==> src/rtl/core/dq_pkg.sv <==
// Shared constants and types for the double-ended queue.
package dq_pkg;

    localparam int DEPTH = 64;
    localparam int DATA_W = 32;

    typedef enum logic [1:0] {
        CMD_PUSH_FRONT = 2'd0,
        CMD_PUSH_BACK  = 2'd1,
        CMD_POP_FRONT  = 2'd2,
        CMD_POP_BACK   = 2'd3
    } t_cmd;

    typedef enum logic [1:0] {
        ST_OK    = 2'd0,
        ST_EMPTY = 2'd1,
        ST_FULL  = 2'd2
    } t_status;

endpackage

==> src/rtl/core/dq_ram.sv <==
// Generic simple dual-port RAM with registered read.
module dq_ram #(
    parameter int WIDTH = 32,
    parameter int DEPTH = 64
) (
    input  logic                     i_clk,
    input  logic                     i_we,
    input  logic [$clog2(DEPTH)-1:0] i_waddr,
    input  logic [WIDTH-1:0]         i_wdata,
    input  logic                     i_re,
    input  logic [$clog2(DEPTH)-1:0] i_raddr,
    output logic [WIDTH-1:0]         o_rdata
);

    logic [WIDTH-1:0] r_mem [DEPTH];
    logic [WIDTH-1:0] r_rdata;

    always_ff @(posedge i_clk) begin
        if (i_we) begin
            r_mem[i_waddr] <= i_wdata;
        end
        if (i_re) begin
            r_rdata <= r_mem[i_raddr];
        end
    end

    assign o_rdata = r_rdata;

endmodule

==> src/rtl/core/double_ended_queue.sv <==
// Double-ended queue top level: ring store in RAM with front index and count.
// A result passes through stage 1 (the RAM read) and then the output register
// after its transaction is accepted, and can be taken from there.
// Throughput: one transaction per cycle unless o_in_stall is high; a successful push
// uses the RAM write port once, and a successful pop the registered read port.
// Reset: synchronous, active low; clears front index, count and valid flags.
// RAM contents are not cleared; only written entries are ever read.
module double_ended_queue #(
    parameter int DEPTH = dq_pkg::DEPTH
) (
    input  logic        i_clk,
    input  logic        i_rst_n,
    // command channel
    input  logic        i_in_valid,
    output logic        o_in_stall,
    input  logic [1:0]  i_command,
    input  logic signed [31:0] i_push_value,
    // result channel
    output logic        o_out_valid,
    input  logic        i_out_stall,
    output logic signed [31:0] o_pop_value,
    output logic [1:0]  o_status
);

    localparam int AW = $clog2(DEPTH);
    localparam int CW = $clog2(DEPTH + 1);
    localparam int SW = AW + 1;   // front + count stays below 2*DEPTH

    // Queue state
    logic [AW-1:0] r_front, n_front;
    logic [CW-1:0] r_count, n_count;

    // Stage 1: waits for the RAM read data
    logic             r_s1_valid;
    dq_pkg::t_status  r_s1_status, n_s1_status;
    logic             r_s1_pop, n_s1_pop;

    // Output register
    logic             r_out_valid;
    dq_pkg::t_status  r_out_status;
    logic [31:0]      r_out_value;

    // RAM port signals
    logic          ram_we, ram_re;
    logic [AW-1:0] ram_waddr, ram_raddr;
    logic [31:0]   ram_rdata;

    logic          accept, s1_adv, is_full, is_empty;
    logic [AW-1:0] front_dec, front_inc, back_push, back_pop;
    logic [SW-1:0] sum_push, sum_pop;
    dq_pkg::t_cmd  cmd;

    // Stage 1 moves on whenever the output register is free or being drained.
    // A held stage 1 keeps the RAM read data since no new read is issued.
    assign s1_adv     = !r_out_valid || !i_out_stall;
    assign o_in_stall = r_s1_valid && !s1_adv;
    assign accept     = i_in_valid && !o_in_stall;

    assign cmd      = dq_pkg::t_cmd'(i_command);
    assign is_full  = (r_count == CW'(DEPTH));
    assign is_empty = (r_count == '0);

    // Ring index arithmetic, modulo DEPTH with a single compare and subtract
    assign front_dec = (r_front == '0) ? AW'(DEPTH - 1) : r_front - AW'(1);
    assign front_inc = (r_front == AW'(DEPTH - 1)) ? '0 : r_front + AW'(1);
    assign sum_push  = SW'(r_front) + SW'(r_count);
    assign sum_pop   = sum_push - SW'(1);
    assign back_push = (sum_push >= SW'(DEPTH)) ? AW'(sum_push - SW'(DEPTH))
                                                : AW'(sum_push);
    assign back_pop  = (sum_pop >= SW'(DEPTH)) ? AW'(sum_pop - SW'(DEPTH))
                                               : AW'(sum_pop);

    always_comb begin
        n_front     = r_front;
        n_count     = r_count;
        n_s1_status = dq_pkg::ST_OK;
        n_s1_pop    = 1'b0;
        ram_we      = 1'b0;
        ram_re      = 1'b0;
        ram_waddr   = front_dec;
        ram_raddr   = r_front;
        unique case (cmd)
            dq_pkg::CMD_PUSH_FRONT: begin
                if (is_full) begin
                    n_s1_status = dq_pkg::ST_FULL;
                end else begin
                    ram_we    = accept;
                    ram_waddr = front_dec;
                    n_front   = front_dec;
                    n_count   = r_count + CW'(1);
                end
            end
            dq_pkg::CMD_PUSH_BACK: begin
                if (is_full) begin
                    n_s1_status = dq_pkg::ST_FULL;
                end else begin
                    ram_we    = accept;
                    ram_waddr = back_push;
                    n_count   = r_count + CW'(1);
                end
            end
            dq_pkg::CMD_POP_FRONT: begin
                if (is_empty) begin
                    n_s1_status = dq_pkg::ST_EMPTY;
                end else begin
                    ram_re    = accept;
                    ram_raddr = r_front;
                    n_s1_pop  = 1'b1;
                    n_front   = front_inc;
                    n_count   = r_count - CW'(1);
                end
            end
            dq_pkg::CMD_POP_BACK: begin
                if (is_empty) begin
                    n_s1_status = dq_pkg::ST_EMPTY;
                end else begin
                    ram_re    = accept;
                    ram_raddr = back_pop;
                    n_s1_pop  = 1'b1;
                    n_count   = r_count - CW'(1);
                end
            end
            default: begin
            end
        endcase
    end

    dq_ram #(
        .WIDTH (dq_pkg::DATA_W),
        .DEPTH (DEPTH)
    ) u_ram (
        .i_clk   (i_clk),
        .i_we    (ram_we),
        .i_waddr (ram_waddr),
        .i_wdata (i_push_value),
        .i_re    (ram_re),
        .i_raddr (ram_raddr),
        .o_rdata (ram_rdata)
    );

    // Control state
    always_ff @(posedge i_clk) begin
        if (!i_rst_n) begin
            r_front     <= '0;
            r_count     <= '0;
            r_s1_valid  <= 1'b0;
            r_out_valid <= 1'b0;
        end else begin
            if (accept) begin
                r_front <= n_front;
                r_count <= n_count;
            end
            if (s1_adv) begin
                r_out_valid <= r_s1_valid;
            end
            if (accept) begin
                r_s1_valid <= 1'b1;
            end else if (s1_adv) begin
                r_s1_valid <= 1'b0;
            end
        end
    end

    // Payload
    always_ff @(posedge i_clk) begin
        if (accept) begin
            r_s1_status <= n_s1_status;
            r_s1_pop    <= n_s1_pop;
        end
        if (s1_adv && r_s1_valid) begin
            r_out_status <= r_s1_status;
            r_out_value  <= r_s1_pop ? ram_rdata : '0;
        end
    end

    assign o_out_valid = r_out_valid;
    assign o_pop_value = r_out_value;
    assign o_status    = r_out_status;

endmodule
==> config.mk <==
export PLATFORM = sky130hd
export DESIGN_NAME = double_ended_queue
export DESIGN_NICKNAME = d
export VERILOG_FILES = /design/src/rtl/core/dq_pkg.sv /design/src/rtl/core/dq_ram.sv /design/src/rtl/core/double_ended_queue.sv
export SDC_FILE = /design/constraint.sdc
export NUM_CORES = 2
export LEC_CHECK = 0
export BUFFER_PORTS_ARGS = -buffer_cell sky130_fd_sc_hd__buf_2
export CAP_MARGIN = 20
export CORE_ASPECT_RATIO = 1.75
export CORE_MARGIN = 2
export CORE_UTILIZATION = 57
export CTS_BUF_LIST = sky130_fd_sc_hd__clkbuf_4 sky130_fd_sc_hd__clkbuf_8
export DETAILED_ROUTE_END_ITERATION = 12
export PLACE_DENSITY = 0.7
export SKIP_LAST_GASP = 1
export SYNTH_ARGS = -nofsm -noshare
export SYNTH_HDL_FRONTEND = slang
export SYNTH_HIERARCHICAL = 1
export SYNTH_SLANG_ARGS = --single-unit
==> constraint.sdc <==
create_clock -name i_clk -period 7.6 [get_ports i_clk]
set_input_delay 1.9 -clock i_clk [delete_from_list [all_inputs] [get_ports i_clk]]
set_output_delay 1.9 -clock i_clk [all_outputs]
set_load 0.005 [all_outputs]
==> metrics.md <==
| Metric | Value |
|---|---|
| Outcome | `completed` |
| Synthesized-area fraction occupied by ao, oa, aoi and oai cells | `0.02105` |
| RSZ-0062 raised after global routing | `no` |
| Cell area after technology mapping | `slightly above 0.08 mm²` |
| Cell accounting for the most synthesized area | `sky130_fd_sc_hd__edfxtp_1` |
| Critical-path cell with the highest stage delay | `sky130_fd_sc_hd__nand3_1` |
| Fraction of synthesized cell area taken by the top area cell type | `0.7777` |
| Power density normalized to cell area | `between 300 and 400 mW/mm²` |
| Core ar. | `0.1422 mm²` |
| Clock tree from TritonCTS | `built` |
| Total number of yosys warnings | `6` |
| Crit path DAT | `about 6 ns` |
| Combinational family with the most area after synthesis | `multiplexers` |
| Pre-Repair DR Iteration Count | `6` |
| Number of buffers on the longest clock path | `4` |
| Starting utilization of the core area | `0.5749` |
| Cells after Synth | `3609` |
| Number of design-rule violations left by the first detailed-router iteration | `4337` |
| Post-route DRC violation count | `0` |
| Register-to-Register Path Depth | `15` |
| Count of flip-flops with a built-in enable after synthesis | `2117` |
| Die Y | `505.0 µm` |
| Reg clk slew, reported paths | `0.06 ns` |
| Area contributors post-synth | `sky130_fd_sc_hd__edfxtp_1, sky130_fd_sc_hd__mux4_2, sky130_fd_sc_hd__mux2i_1, sky130_fd_sc_hd__nor2_1, sky130_fd_sc_hd__o22ai_1` |
| Storage cell area | `around 0.064 mm²` |
| Clock skew | `0.04621 ns` |
| Top cells by count, synth | `sky130_fd_sc_hd__edfxtp_1, sky130_fd_sc_hd__mux4_2, sky130_fd_sc_hd__nor2_1, sky130_fd_sc_hd__mux2i_1, sky130_fd_sc_hd__clkbuf_1` |
| Tmin final | `approximately 5.3 ns` |
| Sequential element share of the synthesized area | `0.7814` |
| Maximum number of pins on one net before global-route repair | `92` |
| Number of levels the H-tree was split into | `5` |
| Sum of net half-perimeters after detailed placement | `119.2 mm` |
| Post-Route WL | `197.8 mm` |
| Flop and latch count out of synthesis | `2132` |
| Max-cap violations | `0` |
| Routability cong. | `around 0.85` |
| # rows | `183` |
| Ys async rst share | `0` |
| Sum Neg Setup Slack | `0 ns` |
| Worst Tran Pin Value | `1.090 ns` |
| Finish-stage setup viols | `0` |
| Worst path bufs/invs | `3` |
| Worst Path Required | `between 8 and 9 ns` |
| Multi-input gate area in the final layout | `approximately 0.017 mm²` |
| Biggest cell delay along the critical path | `0.99 ns` |
| Mapped Avg Cell Area | `between 20 and 25 µm²` |
| I/O Pins | `between 70 and 80` |
| Post-detailed-route via-to-cell ratio | `approximately 6.5` |
| Global Route Usage Sum | `0.2716` |
| Gate family responsible for the most delay along the worst path | `simple AND/OR/NAND/NOR gates` |
| Share of post-route cells with drive strength above 1 | `0.3119` |
| Count of instances resized after the clock tree is built | `0` |
| Clock Latency Late Sink | `1.00 ns` |
| Most common flop cell mapped by yosys | `sky130_fd_sc_hd__edfxtp_1` |
| Post-CTS Repair Setup Buffers | `0` |
| CTS Hold Bufs | `0` |
| Number of unique standard cell types used by synthesis | `56` |
| Endpoint class of the critical path | `register` |
| Final core area utilization | `0.6427` |
| Filler Cell Count | `9115` |
| Biggest fanout along the worst timing path | `17` |
| Xor and xnor area share after synthesis | `0.001607` |
| Cell chosen for the clock root | `sky130_fd_sc_hd__clkbuf_8` |
| Final cycle utilization of the critical path | `0.6946` |
| Most frequent cell after synthesis | `sky130_fd_sc_hd__edfxtp_1` |
| Number of antenna-violating nets in the routed design | `0` |
| Startpoint type of the worst setup path | `primary input` |
| Routed vias | `39130` |
| Number of cells on the worst hold path | `0` |
| Worst rel slew slack | `0.2713` |
| Vias in the first global route | `39970` |
| Die W | `~290 µm` |
| Final Net Count | `3999` |
| Leakage dissipation | `27.98 nW` |
| Maximum operating frequency | `0.1894 GHz` |
| Total nets after synthesis | `3663` |
| Wire length of the first global-routing pass | `281.2 mm` |
| Antenna violations before repair | `8` |
| Routed wire per std cell | `32.96 µm` |
| Type of the setup path with the least slack | `primary input to register` |
| Levels on crit path | `7` |
| Signed area change from the synthesized netlist to the final layout | `11.80%` |
| Cells traversed along the worst timing path | `buf_2 -> inv_1 -> and3_1 -> mux2i_1 -> nand3_1 -> nor2_4 -> buf_4` |
| Highest ir drop seen on vdd | `211.8 µV` |
| Number of hold violations in the final report | `0` |
| Sink Count | `2132` |
| Buffers added on ports | `73` |
| Path category of the worst min-delay check | `register to register` |
| Simple logic cell fraction of the synthesized area | `0.01927` |
| Overflow left after global routing | `0` |
| DIE AREA | `about 0.15 mm²` |
| Adder and majority gate portion of the synthesized area | `0.002633` |
| Max-slew violation total from the final report | `0` |
| Fraction of synthesized area in multiplexers | `0.1620` |
| Clock buffers created by TritonCTS | `300` |
-- final cells by class --
class	instances	area share
Sequential cell	2132	0.6989
Multi-Input combinational cell	1269	0.1909
Clock buffer	367	0.05075
Tap cell	1850	0.02533
Timing Repair Buffer	231	0.02311
Clock inverter	135	0.01045
Inverter	11	0.0004518
Antenna cell	6	0.0001643
-- path summary, 6_finish.rpt --
check                                                   from  slack, ns                       endpoint
worst min register to register  r_s1_status[0]$_SDFFCE_PP0P_       0.42          o_status[0]$_DFFE_PP_
worst max register to register       r_front[1]$_SDFFE_PN0P_       2.51    u_ram/o_rdata[30]$_DFFE_PP_
worst max-delay path                            i_command[1]       2.32  u_ram/r_mem[46][31]$_DFFE_PP_
worst min-delay path            r_s1_status[0]$_SDFFCE_PP0P_       0.42          o_status[0]$_DFFE_PP_
-- power breakdown --
group | switching [mW] | internal, mW | leakage (nW)
sequential | 0.204 | 13.3 | 19.2
combinational | 4.63 | 3.27 | 5.88
clock | 4.09 | 4.46 | 2.91
-- worst register-to-register path: stages, from the launching register on --
cell and delay [ns]:
sky130_fd_sc_hd__dfxtp_1 0.56, sky130_fd_sc_hd__inv_1 0.22, sky130_fd_sc_hd__fa_1 0.50, sky130_fd_sc_hd__nor2b_1 0.13, sky130_fd_sc_hd__o21ai_0 0.11, sky130_fd_sc_hd__a21boi_0 0.33, sky130_fd_sc_hd__nor2_1 0.14, sky130_fd_sc_hd__xor2_1 0.20
sky130_fd_sc_hd__o21ai_4 0.78, sky130_fd_sc_hd__nand2_1 0.67, sky130_fd_sc_hd__buf_4 0.44, sky130_fd_sc_hd__buf_4 0.24, sky130_fd_sc_hd__o221ai_1 0.13, sky130_fd_sc_hd__a21oi_1 0.17, sky130_fd_sc_hd__a21oi_1 0.15, sky130_fd_sc_hd__nor2_1 0.06
-- logic make-up (layout without fill, tap and decap cells) --
group,after synthesis,in the layout
multiplexers,643,643
AND/OR/NAND/NOR,331,331
AO/OA/AOI/OAI,264,264
adder cells (fa/ha/maj),16,16
buffers and inverters,208,744
XOR/XNOR,15,15
flip-flops,2132,2132
other,0,6
-- routing by layer --
| layer | routed length, µm | vias up | global-route usage |
|---|---|---|---|
| li1 | - | 15980 | - |
| met1 | 69840 | 20780 | 0.3401 |
| met2 | 105500 | 1977 | 0.4787 |
| met3 | 14260 | 383 | 0.04057 |
| met4 | 8142 | 2 | 0.1093 |
| met5 | 13 | - | 0 |
-- registers in the layout (all words and copies together), names as in the netlist --
| register | flops |
|---|---|
| o_status | 2 |
| o_out_valid | 1 |
| u_ram/o_rdata | 32 |
| o_pop_value | 32 |
| r_front | 6 |
| r_s1_status | 2 |
| r_s1_valid | 1 |
| r_count | 7 |
| u_ram/r_mem | 2048 |
| r_s1_pop | 1 |
-- cells in the final DEF, fill, tap and decap left out, types with 7 or more instances in the layout --
cell type,count
sky130_fd_sc_hd__edfxtp_1,2117
sky130_fd_sc_hd__mux4_2,544
sky130_fd_sc_hd__clkbuf_8,301
sky130_fd_sc_hd__buf_4,121
sky130_fd_sc_hd__nor2_1,99
sky130_fd_sc_hd__mux2i_1,98
sky130_fd_sc_hd__o22ai_1,85
sky130_fd_sc_hd__a21oi_1,78
sky130_fd_sc_hd__buf_2,73
sky130_fd_sc_hd__clkinv_1,70
sky130_fd_sc_hd__clkbuf_4,66
sky130_fd_sc_hd__nor2_4,63
sky130_fd_sc_hd__and2_1,38
sky130_fd_sc_hd__nand2_1,38
sky130_fd_sc_hd__clkinv_2,36
sky130_fd_sc_hd__o221ai_1,27
sky130_fd_sc_hd__buf_12,24
sky130_fd_sc_hd__nor2b_1,21
sky130_fd_sc_hd__clkinvlp_4,15
sky130_fd_sc_hd__dfxtp_1,15
sky130_fd_sc_hd__ha_1,14
sky130_fd_sc_hd__nand3_1,13
sky130_fd_sc_hd__o21ai_0,13
sky130_fd_sc_hd__bufinv_16,13
sky130_fd_sc_hd__buf_16,13
sky130_fd_sc_hd__a22oi_1,12
sky130_fd_sc_hd__inv_1,11
sky130_fd_sc_hd__xnor2_1,9
sky130_fd_sc_hd__nor3_1,9
sky130_fd_sc_hd__a311oi_1,9
sky130_fd_sc_hd__nand2b_1,9
sky130_fd_sc_hd__and3_1,7
-- through the flow --
stage	total power, mW	setup slack, ns	hold slack, ns	cell area, µm²	instances
2_1_floorplan	18.78	1.501	0.4003	81740	3609
3_3_place_gp	21.59	1.720	0.4087	85210	5469
3_5_place_dp	21.68	1.467	0.4089	85590	5484
4_1_cts	30.13	2.525	0.4239	91180	5986
5_1_grt	30.90	2.208	0.4314	91380	5996
6_report	29.95	2.321	0.4220	91390	6001
Note: power is estimated with default switching activity, not from simulation.
